==> config.mk <==
export PLATFORM = sky130hd
export DESIGN_NAME = twil_ram
export DESIGN_NICKNAME = d
export VERILOG_FILES = /design/src/rtl/core/twil_ram.sv
export SDC_FILE = /design/constraint.sdc
export NUM_CORES = 2
export LEC_CHECK = 0
export ABC_CLOCK_PERIOD_IN_PS = 3700
export BUFFER_PORTS_ARGS = -buffer_cell sky130_fd_sc_hd__buf_2
export CAP_MARGIN = 40
export CORE_MARGIN = 2
export CORE_UTILIZATION = 63
export CTS_CLUSTER_DIAMETER = 30
export DETAILED_ROUTE_END_ITERATION = 8
export PLACE_DENSITY = 0.79
export SLEW_MARGIN = 20
export SYNTH_ARGS = -nofsm -noshare
export SYNTH_HDL_FRONTEND = slang
export SYNTH_SLANG_ARGS = --single-unit
==> constraint.sdc <==
create_clock -name clock -period 3.7 [get_ports clock]
set_input_delay 0.74 -clock clock [delete_from_list [all_inputs] [get_ports clock]]
set_output_delay 0.74 -clock clock [all_outputs]
set_load 0.03 [all_outputs]
==> src/rtl/core/twil_ram.sv <==
// Generic single-port synchronous RAM with a registered read.
module twil_ram #(
   parameter int WIDTH = 8,
   parameter int DEPTH = 256
) (
   input  logic                     clock,
   input  logic                     wr_en,
   input  logic                     rd_en,
   input  logic [$clog2(DEPTH)-1:0] addr,
   input  logic [WIDTH-1:0]         wr_data,
   output logic [WIDTH-1:0]         rd_data
);

   logic [WIDTH-1:0] mem [DEPTH];
   logic [WIDTH-1:0] rd_data_ff;

   always_ff @(posedge clock) begin
      if (wr_en) begin
         mem[addr] <= wr_data;
      end
      if (rd_en) begin
         rd_data_ff <= mem[addr];
      end
   end

   assign rd_data = rd_data_ff;

endmodule

# After elaboration in Yosys (flattened, before gate mapping)
# Memories as Yosys holds them, arrays and structs flattened. A register that Yosys moved wholly into a read port is not among the register bits.
# Index checks and enable logic that the tools add are counted.
# classes
muxes,2
# ops
operator,n
$mux W1,2
# totals
ramBits,2048
elab_cells,3
register_bits,0
output_inout_bits,8
mem_count,1
# memory_table
memory,words,word_bits,read_ports,rd_clocked_by_memory_dff,write_ports,line,text
mem,256,8,1,1,1,14,logic [WIDTH-1:0] mem [DEPTH];

# Depth between registers and ports, before layout
# depth
ltp_word,2
ltp_mapped,10
mapped_depth_nobuf,5

# Worst setup path after synthesis
# Ideal clock, no wire load.
# synth_path
kind,input to register
start,in addr[1]
end,"mem mem[111][0], enable pin"
setup_slack_ns,0.741
path_stages,9
required_ns,3.330
n_path_buf,5
setup_time_ns,0.370
arrival_ns,2.589
cell_sequence,buf_2 -> clkbuf_1 -> clkbuf_1 -> nand2_1 -> buf_2 -> nor2_1 -> nand2_1 -> clkbuf_1 -> nor2_1
# synth_lines
element,line,text
from (decl),9,"input logic [$clog2(DEPTH)-1:0] addr,"
to (decl),14,
# No word-level cell before the write port.

==> flow_summary.json <==
{
  "cp_num_cells": 9,
  "portBuffers": 26,
  "async_flop_share_pct": 0,
  "totalWireLength_um": 230000,
  "fin_setup_tns_ns": 0,
  "startpoint_type": "input port",
  "grt_max_degree": 126,
  "synth.avg_cell_area_um2": 22.2,
  "place_area_um2": 83700,
  "nets": 4171,
  "finClkSkew_ns": 0.0497,
  "numCtsBuffers": 353,
  "via_count": 44000,
  "grt_usage_pct": 36.6,
  "power_density_nw_per_um2": 636,
  "first_global_vias": 45400,
  "wire_per_inst_um": 37.9,
  "ant_nets": 0,
  "setup_viol": 0,
  "synth_top_cell_by_area": "edfxtp_1",
  "layout-drive-gt1-share_pct": 35.5,
  "peakVddDrop_v": 0.000645,
  "grt-ovfl-total": 0,
  "relSlewSlack_pct": 38.0,
  "num_rows": 129,
  "crit_path_max_incr_delay_ns": 0.80,
  "synth_area_um2": 78600,
  "worstPathRequired_ns": 4.32,
  "violations": "DRC",
  "worstHoldPathCells": 1,
  "post_cts_hold_buffer_count": 0,
  "p_leak_nw": 31.0,
  "rr_worst_depth": 6,
  "multi_input_area_um2": 15800,
  "yosysSeqAreaShare_pct": 78.6,
  "hold_viol_final": 0,
  "yosys_warnings": 0,
  "crit_path_top_delay_cell": "o41ai_1",
  "cts-resized-gates": 0,
  "finalCriticalPeriod_ns": 3.29,
  "crit_type": "input port to register",
  "dr.pass1.iters": 9,
  "synthTopCellsByArea": "edfxtp_1 79%, mux4_2 15%, a22oi_1 2.4%, nor2_1 1.1%, a21oi_1 0.82%",
  "grt_pass1_wl_um": 328000,
  "crit_path_max_fanout": 26,
  "design_area_um2": 95600,
  "syn2layout_area_growth_pct": 21.7,
  "ff2ff_setup_slack_ns": 0.67,
  "maxSlewViolCount": 0,
  "gpl.final_weighted_congestion": 0.851,
  "final_util_pct": 77.2,
  "crit_chain": "buf_8 > buf_12 > buf_4 > mux4_2 > a22oi_1 > a21oi_1 > o41ai_1 > buf_4 > nand4_1",
  "cts_root_buf": "clkbuf_16",
  "critical_path.top_delay_family": "compound AO/OA/AOI/OAI gates",
  "clkSinkCount": 2056,
  "post-cts-setup-buffer-count": 0,
  "fill_cells": 5471,
  "antenna_found_initial": 15,
  "drc": 4,
  "die_h_um": 357,
  "cp.arrival_ns": 3.91,
  "synth_flop_cell": "edfxtp_1",
  "synth_top_area_share_pct": 78.6,
  "syn-num-nets": 3566,
  "clockBufferDepth": 4,
  "cts_tree": "done",
  "initial_utilization_pct": 63.5,
  "clkSlewWorstSetupHoldPaths_ns": 0.05,
  "critPathCaptureType": "register",
  "maxCapViolCount": 0,
  "synth_edf_count": 2056,
  "synthMostInstantiatedCell": "edfxtp_1",
  "dp_hpwl_um": 114000,
  "drt_iter0_markers": 7717,
  "crit_buf_inv": 4,
  "run_status": "finished, violations left",
  "worst_hold_slack_ns": 0.246,
  "regArea_um2": 61700,
  "io_pins": 27,
  "die_w_um": 357,
  "ys_seq_elements": 2056,
  "min_path_type": "input port to register",
  "dieArea_um2": 128000,
  "clk_latency_ns": 0.93,
  "clock.fmax_ghz": 0.304,
  "crit_path_frequent_cell": "buf_4",
  "htree_levels": 5,
  "viasPerCell": 7.25,
  "fin_crit_sh_pct": 89.0,
  "netlist_top_cells_count": "2056 x edfxtp_1, 512 x mux4_2, 256 x a22oi_1",
  "ys_types": 21,
  "synthCells": 3547,
  "core_um2": 124000,
  "rsz0062_at_grt": "false",
  "worstMarginPinSlew_ns": 0.917
}
## stage by stage
step	total power [mW]	std cells	setup slack, ns
detailed placement	28.4	5420	-0.264
global route	61.9	6061	0.501
finish	60.8	6068	0.408
CTS	60.8	6047	0.650
global placement	28.4	5413	-0.385
floorplan	27.4	3547	0.741
## sequential cells by signal, summed over array words and instances, names as in the netlist
| register | cells |
|---|---|
| mem | 2048 |
| rd_data | 8 |
## placed cells by master, fill, tap and decap left out, types with 5 or more instances in the layout
cell and instances:
a22oi_1 256, buf_12 47, nor3_1 29, bufinv_16 40, mux4_2 512, clkinvlp_4 38, o41ai_1 32, buf_4 403
nand3_1 13, nand4_1 8, a21oi_1 128, clkbuf_16 359, clkbuf_8 8, inv_8 8, nand2_1 28, nor2_1 231
nor2b_1 5, clkbuf_1 23, inv_6 41, diode_2 7, clkinv_2 35, edfxtp_1 2056, buf_2 17, clkinv_1 38
clkinv_8 5, clkinv_4 40
## path summary, 6_finish.rpt
kind | startpoint | end
max | addr[0] | rd_data[6]
min | rd_en | rd_data[0]
max reg2reg | mem[213][6] | rd_data[6]
min reg2reg | mem[21][5] | rd_data[5]
## final cells by class
cell class              instances  share of cell area (%)
clock buffers                 382                    9.49
repair buffers                482                    4.46
clock inverters               245                    2.81
diodes                          7                  0.0183
flip-flops and latches       2056                    64.6
multi-input cells            1258                    16.5
well taps                    1637                    2.14
inverters                       1                 0.00393
## kinds of logic after synthesis
family / count (synthesis) / synth area share [%]
flops: 2056 / 78.6
mux: 512 / 14.7
compound gates: 416 / 3.62
simple gates: 330 / 1.73
buf+inv: 233 / 1.40
## power by group
part,internal [mW],total [mW],switching [mW],leakage [nW]
logic,0.843,2.40,1.56,6.83
clock network,20.7,32.6,12.0,5.65
registers,25.7,25.7,0.0316,18.5
total,47.2,60.8,13.6,31.0
## layer usage
| layer | up-vias | part of all wire [%] | track usage (%) |
|---|---|---|---|
| li1 | 16500 | - | - |
| met1 | 22300 | 32 | 46.5 |
| met2 | 4257 | 49 | 58.1 |
| met3 | 921 | 13 | 11.3 |
| met4 | 22 | 5.9 | 18.4 |
| met5 | - | 0.065 | 0 |
(Power assumes the default switching activity.)
