**src/rtl/core/twil_pkg.sv**
```systemverilog
// Shared constants, types and request structures of the trie word engine.
package twil_pkg;

   localparam int NODES    = 4096;
   localparam int ALPHABET = 26;
   localparam int LETTER_W = 5;
   localparam int NODE_W   = (NODES > 1) ? $clog2(NODES) : 1;
   localparam int FREE_W   = $clog2(NODES + 1);
   localparam int SLOT_W   = (ALPHABET > 1) ? $clog2(ALPHABET) : 1;
   localparam int ROW_W    = ALPHABET * NODE_W;

   localparam logic ACT_INSERT = 1'b0;
   localparam logic ACT_SEARCH = 1'b1;

   // One memory row holds every child link of one node.
   typedef logic [ALPHABET-1:0][NODE_W-1:0] row_type;

   typedef enum logic [2:0] {
      ST_CLEAR,
      ST_IDLE,
      ST_STEP,
      ST_END,
      ST_PROBE
   } state_type;

   typedef struct packed {
      logic              rd_en;
      logic              wr_en;
      logic [NODE_W-1:0] addr;
      row_type           wr_data;
   } child_req_type;

   typedef struct packed {
      logic              rd_en;
      logic              wr_en;
      logic [NODE_W-1:0] addr;
      logic              wr_data;
   } mark_req_type;

   typedef struct packed {
      logic valid;
      logic found;
      logic overflow;
   } result_type;

endpackage

```
**src/rtl/core/twil_walk.sv**
```systemverilog
// Trie walk sequencer: clears the store, follows and allocates links, marks word ends.
module twil_walk (
   input  logic                          clock,
   input  logic                          reset,
   input  logic                          req_valid,
   input  logic                          req_action,
   input  logic [twil_pkg::LETTER_W-1:0] req_letter,
   input  logic                          req_last,
   output logic                          req_ready,
   output twil_pkg::child_req_type       child_req,
   input  twil_pkg::row_type             child_rd_data,
   output twil_pkg::mark_req_type        mark_req,
   input  logic                          mark_rd_data,
   output twil_pkg::result_type          result,
   input  logic                          result_ready
);

   twil_pkg::state_type               state_ff, state_in;
   logic [twil_pkg::NODE_W-1:0]       clr_ff, clr_in;
   logic [twil_pkg::NODE_W-1:0]       cursor_ff, cursor_in;
   logic [twil_pkg::FREE_W-1:0]       next_free_ff, next_free_in;
   logic                              broken_ff, broken_in;
   logic                              action_ff, action_in;
   logic [twil_pkg::LETTER_W-1:0]     letter_ff, letter_in;
   logic                              last_ff, last_in;

   logic                              letter_bad;
   logic                              pool_empty;
   logic [twil_pkg::SLOT_W-1:0]       slot;
   logic [twil_pkg::NODE_W-1:0]       child;
   twil_pkg::row_type                 row_wr;

   assign letter_bad = 32'(letter_ff) >= 32'(twil_pkg::ALPHABET);
   assign pool_empty = next_free_ff >= twil_pkg::FREE_W'(twil_pkg::NODES);
   assign slot       = twil_pkg::SLOT_W'(letter_ff);
   assign child      = child_rd_data[slot];

   always_comb begin
      row_wr       = child_rd_data;
      row_wr[slot] = next_free_ff[twil_pkg::NODE_W-1:0];
   end

   always_ff @(posedge clock) begin
      if (reset) begin
         state_ff     <= twil_pkg::ST_CLEAR;
         clr_ff       <= '0;
         cursor_ff    <= '0;
         next_free_ff <= twil_pkg::FREE_W'(1);
         broken_ff    <= 1'b0;
      end else begin
         state_ff     <= state_in;
         clr_ff       <= clr_in;
         cursor_ff    <= cursor_in;
         next_free_ff <= next_free_in;
         broken_ff    <= broken_in;
      end
   end

   always_ff @(posedge clock) begin
      action_ff <= action_in;
      letter_ff <= letter_in;
      last_ff   <= last_in;
   end

   // Next state.
   always_comb begin
      state_in = state_ff;
      case (state_ff)
         twil_pkg::ST_CLEAR: begin
            if (clr_ff == twil_pkg::NODE_W'(twil_pkg::NODES - 1)) begin
               state_in = twil_pkg::ST_IDLE;
            end
         end
         twil_pkg::ST_IDLE: begin
            if (req_valid) begin
               state_in = twil_pkg::ST_STEP;
            end
         end
         twil_pkg::ST_STEP: begin
            state_in = last_ff ? twil_pkg::ST_END : twil_pkg::ST_IDLE;
         end
         twil_pkg::ST_END: begin
            if (!broken_ff && action_ff == twil_pkg::ACT_SEARCH) begin
               state_in = twil_pkg::ST_PROBE;
            end else if (result_ready) begin
               state_in = twil_pkg::ST_IDLE;
            end
         end
         twil_pkg::ST_PROBE: begin
            if (result_ready) begin
               state_in = twil_pkg::ST_IDLE;
            end
         end
         default: state_in = twil_pkg::ST_CLEAR;
      endcase
   end

   // Outputs and datapath.
   always_comb begin
      clr_in            = clr_ff;
      cursor_in         = cursor_ff;
      next_free_in      = next_free_ff;
      broken_in         = broken_ff;
      action_in         = action_ff;
      letter_in         = letter_ff;
      last_in           = last_ff;
      req_ready         = 1'b0;
      child_req.rd_en   = 1'b0;
      child_req.wr_en   = 1'b0;
      child_req.addr    = cursor_ff;
      child_req.wr_data = row_wr;
      mark_req.rd_en    = 1'b0;
      mark_req.wr_en    = 1'b0;
      mark_req.addr     = cursor_ff;
      mark_req.wr_data  = 1'b1;
      result            = '0;
      case (state_ff)
         twil_pkg::ST_CLEAR: begin
            child_req.wr_en   = 1'b1;
            child_req.addr    = clr_ff;
            child_req.wr_data = '0;
            mark_req.wr_en    = 1'b1;
            mark_req.addr     = clr_ff;
            mark_req.wr_data  = 1'b0;
            clr_in            = clr_ff + twil_pkg::NODE_W'(1);
         end
         twil_pkg::ST_IDLE: begin
            req_ready = 1'b1;
            if (req_valid) begin
               child_req.rd_en = 1'b1;
               action_in       = req_action;
               letter_in       = req_letter;
               last_in         = req_last;
            end
         end
         twil_pkg::ST_STEP: begin
            if (!broken_ff) begin
               if (letter_bad) begin
                  broken_in = 1'b1;
               end else if (child != '0) begin
                  cursor_in = child;
               end else if (action_ff == twil_pkg::ACT_SEARCH || pool_empty) begin
                  broken_in = 1'b1;
               end else begin
                  child_req.wr_en = 1'b1;
                  cursor_in       = next_free_ff[twil_pkg::NODE_W-1:0];
                  next_free_in    = next_free_ff + twil_pkg::FREE_W'(1);
               end
            end
         end
         twil_pkg::ST_END: begin
            if (!broken_ff && action_ff == twil_pkg::ACT_SEARCH) begin
               mark_req.rd_en = 1'b1;
            end else if (result_ready) begin
               // A search that lost its path simply reports not found.
               result.valid    = 1'b1;
               result.overflow = broken_ff && (action_ff == twil_pkg::ACT_INSERT);
               mark_req.wr_en  = !broken_ff;
               cursor_in       = '0;
               broken_in       = 1'b0;
            end
         end
         twil_pkg::ST_PROBE: begin
            if (result_ready) begin
               result.valid = 1'b1;
               result.found = mark_rd_data;
               cursor_in    = '0;
               broken_in    = 1'b0;
            end
         end
         default: begin
            result = '0;
         end
      endcase
   end

endmodule
```
**config.mk**
```make
export PLATFORM = sky130hd
export DESIGN_NAME = twil_walk
export DESIGN_NICKNAME = d
export VERILOG_FILES = /design/src/rtl/core/twil_pkg.sv /design/src/rtl/core/twil_walk.sv
export SDC_FILE = /design/constraint.sdc
export NUM_CORES = 1
export LEC_CHECK = 0
export BUFFER_PORTS_ARGS = -buffer_cell sky130_fd_sc_hd__clkbuf_2
export CAP_MARGIN = 15
export CORE_AREA = 2 2 263 265
export DETAILED_ROUTE_END_ITERATION = 7
export DIE_AREA = 0 0 265 267
export PLACE_DENSITY = 0.32
export SYNTH_ARGS = -nofsm -noshare
export SYNTH_HDL_FRONTEND = slang
export SYNTH_SLANG_ARGS = --single-unit
```
**constraint.sdc**
```tcl
create_clock -name clock -period 4.6 [get_ports clock]
set_input_delay 0.46 -clock clock [delete_from_list [all_inputs] [get_ports clock]]
set_output_delay 0.46 -clock clock [all_outputs]
set_load 0.02 [all_outputs]
```
==> Yosys cells after proc, flatten, opt, wreduce, memory -nomap -nowiden <==
Index checks and enable logic that the tools add are counted.
{ "classes": {"add_sub_neg": 2, "order_cmp": 4, "eq_ne": 11, "muxes": 48, "bitwise": 5, "reduce_logical": 13} }
{ "op_table": {"columns": ["operator", "n"], "rows": [
  ["two-way mux 324 bit", 1],
  ["bitwise mux 312 bit", 1],
  ["two-way mux 12 bit", 8],
  ["binary-select mux 12 bit (select 5 bit)", 1],
  ["demux 12 bit (select 5 bit)", 1],
  ["one-hot mux 12 bit (3 select lines)", 1],
  ["two-way mux 1 bit", 23],
  ["one-hot mux 3 bit (5 select lines)", 1],
  ["adder 13 x 1 -> 13 bit, second input constant", 1],
  ["greater-or-equal comparator 13 bit, second input constant", 1],
  ["two-way mux 13 bit", 1],
  ["adder 12 x 1 -> 12 bit, second input constant", 1],
  ["== test 12 bit, second input constant", 1],
  ["two-way mux 3 bit", 4],
  ["nonzero test 12 bit", 1],
  ["inequality test 2 bit, second input constant", 5],
  ["AND reduction 5 bit", 2],
  ["== test 3 x 2 -> 1 bit, second input constant", 2],
  ["< comparator 5 x 6 -> 1 bit, second input constant", 1],
  ["one-hot mux 1 bit (2 select lines)", 3],
  ["AND reduction 2 bit", 3],
  ["greater-or-equal comparator 5 x 1 -> 1 bit, second input constant", 1],
  ["greater-or-equal comparator 5 bit, second input constant", 1],
  ["NOT 1 bit", 5],
  ["10 further kinds", 13]
]} }
{ "word_totals": {"ff_bits": 48, "input_bits": 324, "out_inout_bits": 345, "elab_cells": 91} }

==> Logic depth before layout (Yosys ltp) <==
{ "logic_depth": {"word_depth": 7, "ltp_mapped": 13, "depth_no_buf": 8} }

==> Worst setup path after synthesis <==
No wires, ideal clock.
{ "synth_path": {"path_kind": "reg-to-output", "startpoint": "register letter_ff[1] (netlist name)", "endpoint": "output port child_req[128] (netlist name)", "arrival_ns": 2.978, "required_time_ns": 4.140, "slack_ns": 1.162, "path_stages_with_launch": 11, "path_buffers": 6, "cell_sequence": "edfxtp_1 > buf_2 > buf_2 > buf_1 > buf_2 > clkbuf_1 > nor2b_1 > and2_1 > clkbuf_1 > nand2_1 > a21oi_1"} }
{ "synth_rtl": {"columns": ["element", "line_no", "rtl"], "rows": [
  ["start, declared", "twil_walk.sv:24", "logic [twil_pkg::LETTER_W-1:0] letter_ff, letter_in;"],
  ["start signal, assigned", "twil_walk.sv:61", "letter_ff <= letter_in;"],
  ["end, declared", "twil_walk.sv:10", "output twil_pkg::child_req_type child_req,"]
]} }

==> flow_summary.ini <==
[power_and_ir_drop]
p_per_area_nw_per_um2 = 90.6
vdd_drop_max_mv = 0.139
swShare = 0.366
p_leak_nw = 6.92
clock_power_share = 0.313
comb_power_share = 0.354
p_sw_w = 0.000471
pwr-share-seq = 0.334
internal-power_w = 0.000816

[clock_tree]
postCtsSetupBuffers = 0
path_clk_slew_ns = 0.07
clk_path_buf_depth = 2
htree_num_levels = 2
cts_sinks = 48
hold_buffers = 0
clk_latency_ns = 0.31
cts_made_buffers = 5
cts_tree = done
cts_root_buf = clkbuf_16

[grt]
grt_first_pass_wirelength_mm = 122
gr-usage-all-layers = 0.242
grt-ovfl-total = 0
grt_pass1_vias = 15000
grt_max_degree = 175
grt_antenna_before_repair = 4

[yosys]
synth_ff_type = dfxtp_1
syn_area_sq_um = 9890
synth_edf_count = 7
synth.yosys.seq_area_share = 0.104
synth.net_count = 2067
ys_ff_latch = 48
synthCells = 1741
syn_avg_cell_area_sq_um = 5.68
synth_cell_types = 61
yosys_warnings = 0
async_flop_share = 0

[worst_setup_path]
worstSetupPathType = register to output port
worst_path_max_delay_cell = a222oi_1
reg2reg_depth = 8
path_depth = 8
cp_max_fo = 22
crit_path_cell_trace = buf_8, mux4_2, a222oi_1, nand4_1, or3_1, or4_4, nand2_1, clkbuf_2
startpoint_type = register
critical_path.startpoint = letter_ff[0]
crit_required_ns = 4.14
arrival_ns = 3.98
crit_buf_inv = 2
r2r-start = letter_ff[0]
crit_family = simple AND/OR/NAND/NOR gates
crit_path_end_kind = output port
critical-path-max-stage-delay_ns = 0.63

[detailed_routing]
vias_per_cell = 4.92
drc = 0
dr.pass1.iters = 6
drtAntennaViolNets = 0
wire_per_inst_um = 28.7
routed_wl_mm = 90.5
initialDrtViolationCount = 1712
route.vias.total = 15500

[layout]
syn_to_final_growth_pct = 43.7
layout_commonest_cell = clkbuf_2
layout-drive-gt1-share = 0.351
finalNetCount = 2596
fillCellCount = 8014
final_cell_mix = 668 x clkbuf_2, 651 x nand2_1, 335 x a21oi_1
post-route-util = 0.209

[die]
core_area_sq_um = 68000
io_pins = 669
die-area_sq_um = 70800
rows = 96
start_util = 0.145
die_h_um = 267
dieWidth_um = 265

[timing]
fin_skew_ns = 0.0112
slew_viol_final = 0
grt_setup_unrepaired = no
final-setup-viol-count = 0
max-slew-margin-rel = 0.187
tns_ns = 0
fin_crit_ns = 4.44
worst_slew_pin_slew_ns = 1.22
hold_violations = 0
period_share = 0.966
max_freq_mhz = 225

[job]
maxCapViolCount = 0

[placement]
portBuffers = 668
dpl.hpwl_mm = 73.1
gp_congestion = 0.922

[min_path]
hold_start = req_action
hp-class = input port to register
holdPathStages = 1

[run_status]
status = complete, no violations
## flip-flops by register name (all words and copies together), names as in the netlist
signal        count
broken_ff         1
letter_ff         5
next_free_ff     13
clr_ff           12
action_ff         1
cursor_ff        12
last_ff           1
state_ff          3
## power groups by stage
stage               combinational, W  clock (W)  sequential (W)
floorplan                   0.000134          0        0.000439
global placement            0.000462          0        0.000439
detailed placement          0.000453          0        0.000439
CTS                         0.000455   0.000411        0.000430
global route                0.000487   0.000423        0.000430
finish                      0.000455   0.000402        0.000430
## final timing paths
kind | to | slack, ns
min reg2reg | cursor_ff[3] | 0.50
max reg2reg | next_free_ff[3] | 0.63
min | action_ff | 0.35
max | child_req[324] | 0.16
## through the flow
| step | worst slack, ns | std cells | cell area [sq um] | hold slack [ns] | power (W) |
|---|---|---|---|---|---|
| after floorplan | 1.16 | 1741 | 9890 | 0.454 | 0.000572 |
| after global placement | 0.431 | 3145 | 14000 | 0.485 | 0.000901 |
| after detailed placement | 0.275 | 3145 | 14000 | 0.493 | 0.000893 |
| after CTS | 0.0400 | 3153 | 14200 | 0.345 | 0.00130 |
| after global routing | 0.0584 | 3154 | 14200 | 0.351 | 0.00134 |
| final | 0.159 | 3155 | 14200 | 0.351 | 0.00129 |
## cell families after synthesis
group           share of synthesized area
simple gates                        0.373
compound gates                      0.257
buf+inv                            0.0936
mux                                 0.161
flops                               0.104
xor+xnor                          0.00797
fa+ha+maj                         0.00253
## final cells by class
| cell class | instances | area [sq um] | share of cell area |
|---|---|---|---|
| clock buffer | 6 | 139 | 0.00978 |
| clock inverter | 2 | 13.8 | 0.000969 |
| multi-input combinational | 1473 | 7970 | 0.561 |
| inverter | 21 | 78.8 | 0.00555 |
| antenna | 2 | 5.00 | 0.000352 |
| sequential | 48 | 1050 | 0.0736 |
| timing repair buffer | 721 | 3850 | 0.271 |
| tap | 882 | 1100 | 0.0777 |
## synthesized netlist by cell type, types with 3 or more instances
cell type,n,area (sq um)
nand3b_1,3,22.5
a31o_2,5,43.8
or3_1,6,37.5
a22oi_1,38,285
mux4_2,25,563
o211ai_1,3,22.5
buf_4,15,113
and2_1,8,50.1
nor2b_1,14,87.6
a31oi_1,9,56.3
buf_2,23,115
o21ai_0,22,110
buf_1,18,67.6
or2_2,4,25.0
nand2_1,651,2440
xnor2_1,3,26.3
xor2_1,6,52.6
nor3b_1,6,45.0
nand3_1,85,425
inv_1,21,78.8
a222oi_1,5,50.1
nor3_1,15,75.1
mux2i_1,93,931
nand2b_1,5,31.3
a21oi_1,335,1680
nand4_1,17,106
clkbuf_1,141,529
o21a_1,3,22.5
nor2_1,54,203
o32ai_1,12,105
mux2_2,9,101
dfxtp_1,41,821
edfxtp_1,7,210
and3_1,4,25.0
## worst register-to-register path, cell delays in order (launching register included)
cell      delay [ns]
edfxtp_1        0.51
buf_8           0.29
mux4_2          0.57
a222oi_1        0.63
nand4_1         0.30
or3_1           0.47
or4_4           0.59
or3_1           0.37
a21oi_1         0.15
## timing repair
item / CTS / global route
setup endpoints to repair: 1 / 1
endpoints found under the hold margin: 0 / 0
cloned: 0 / 0
pin swaps: 0 / 1
gates resized for setup: 1 / 3
## metal layers
layer,part of all wire,vias up,global-route usage
li1,-,7028,-
met1,0.44,7570,0.327
met2,0.48,855,0.413
met3,0.069,82,0.0360
met4,0.015,2,0.0389
met5,0.00014,-,0
(Power assumes the default switching activity.)
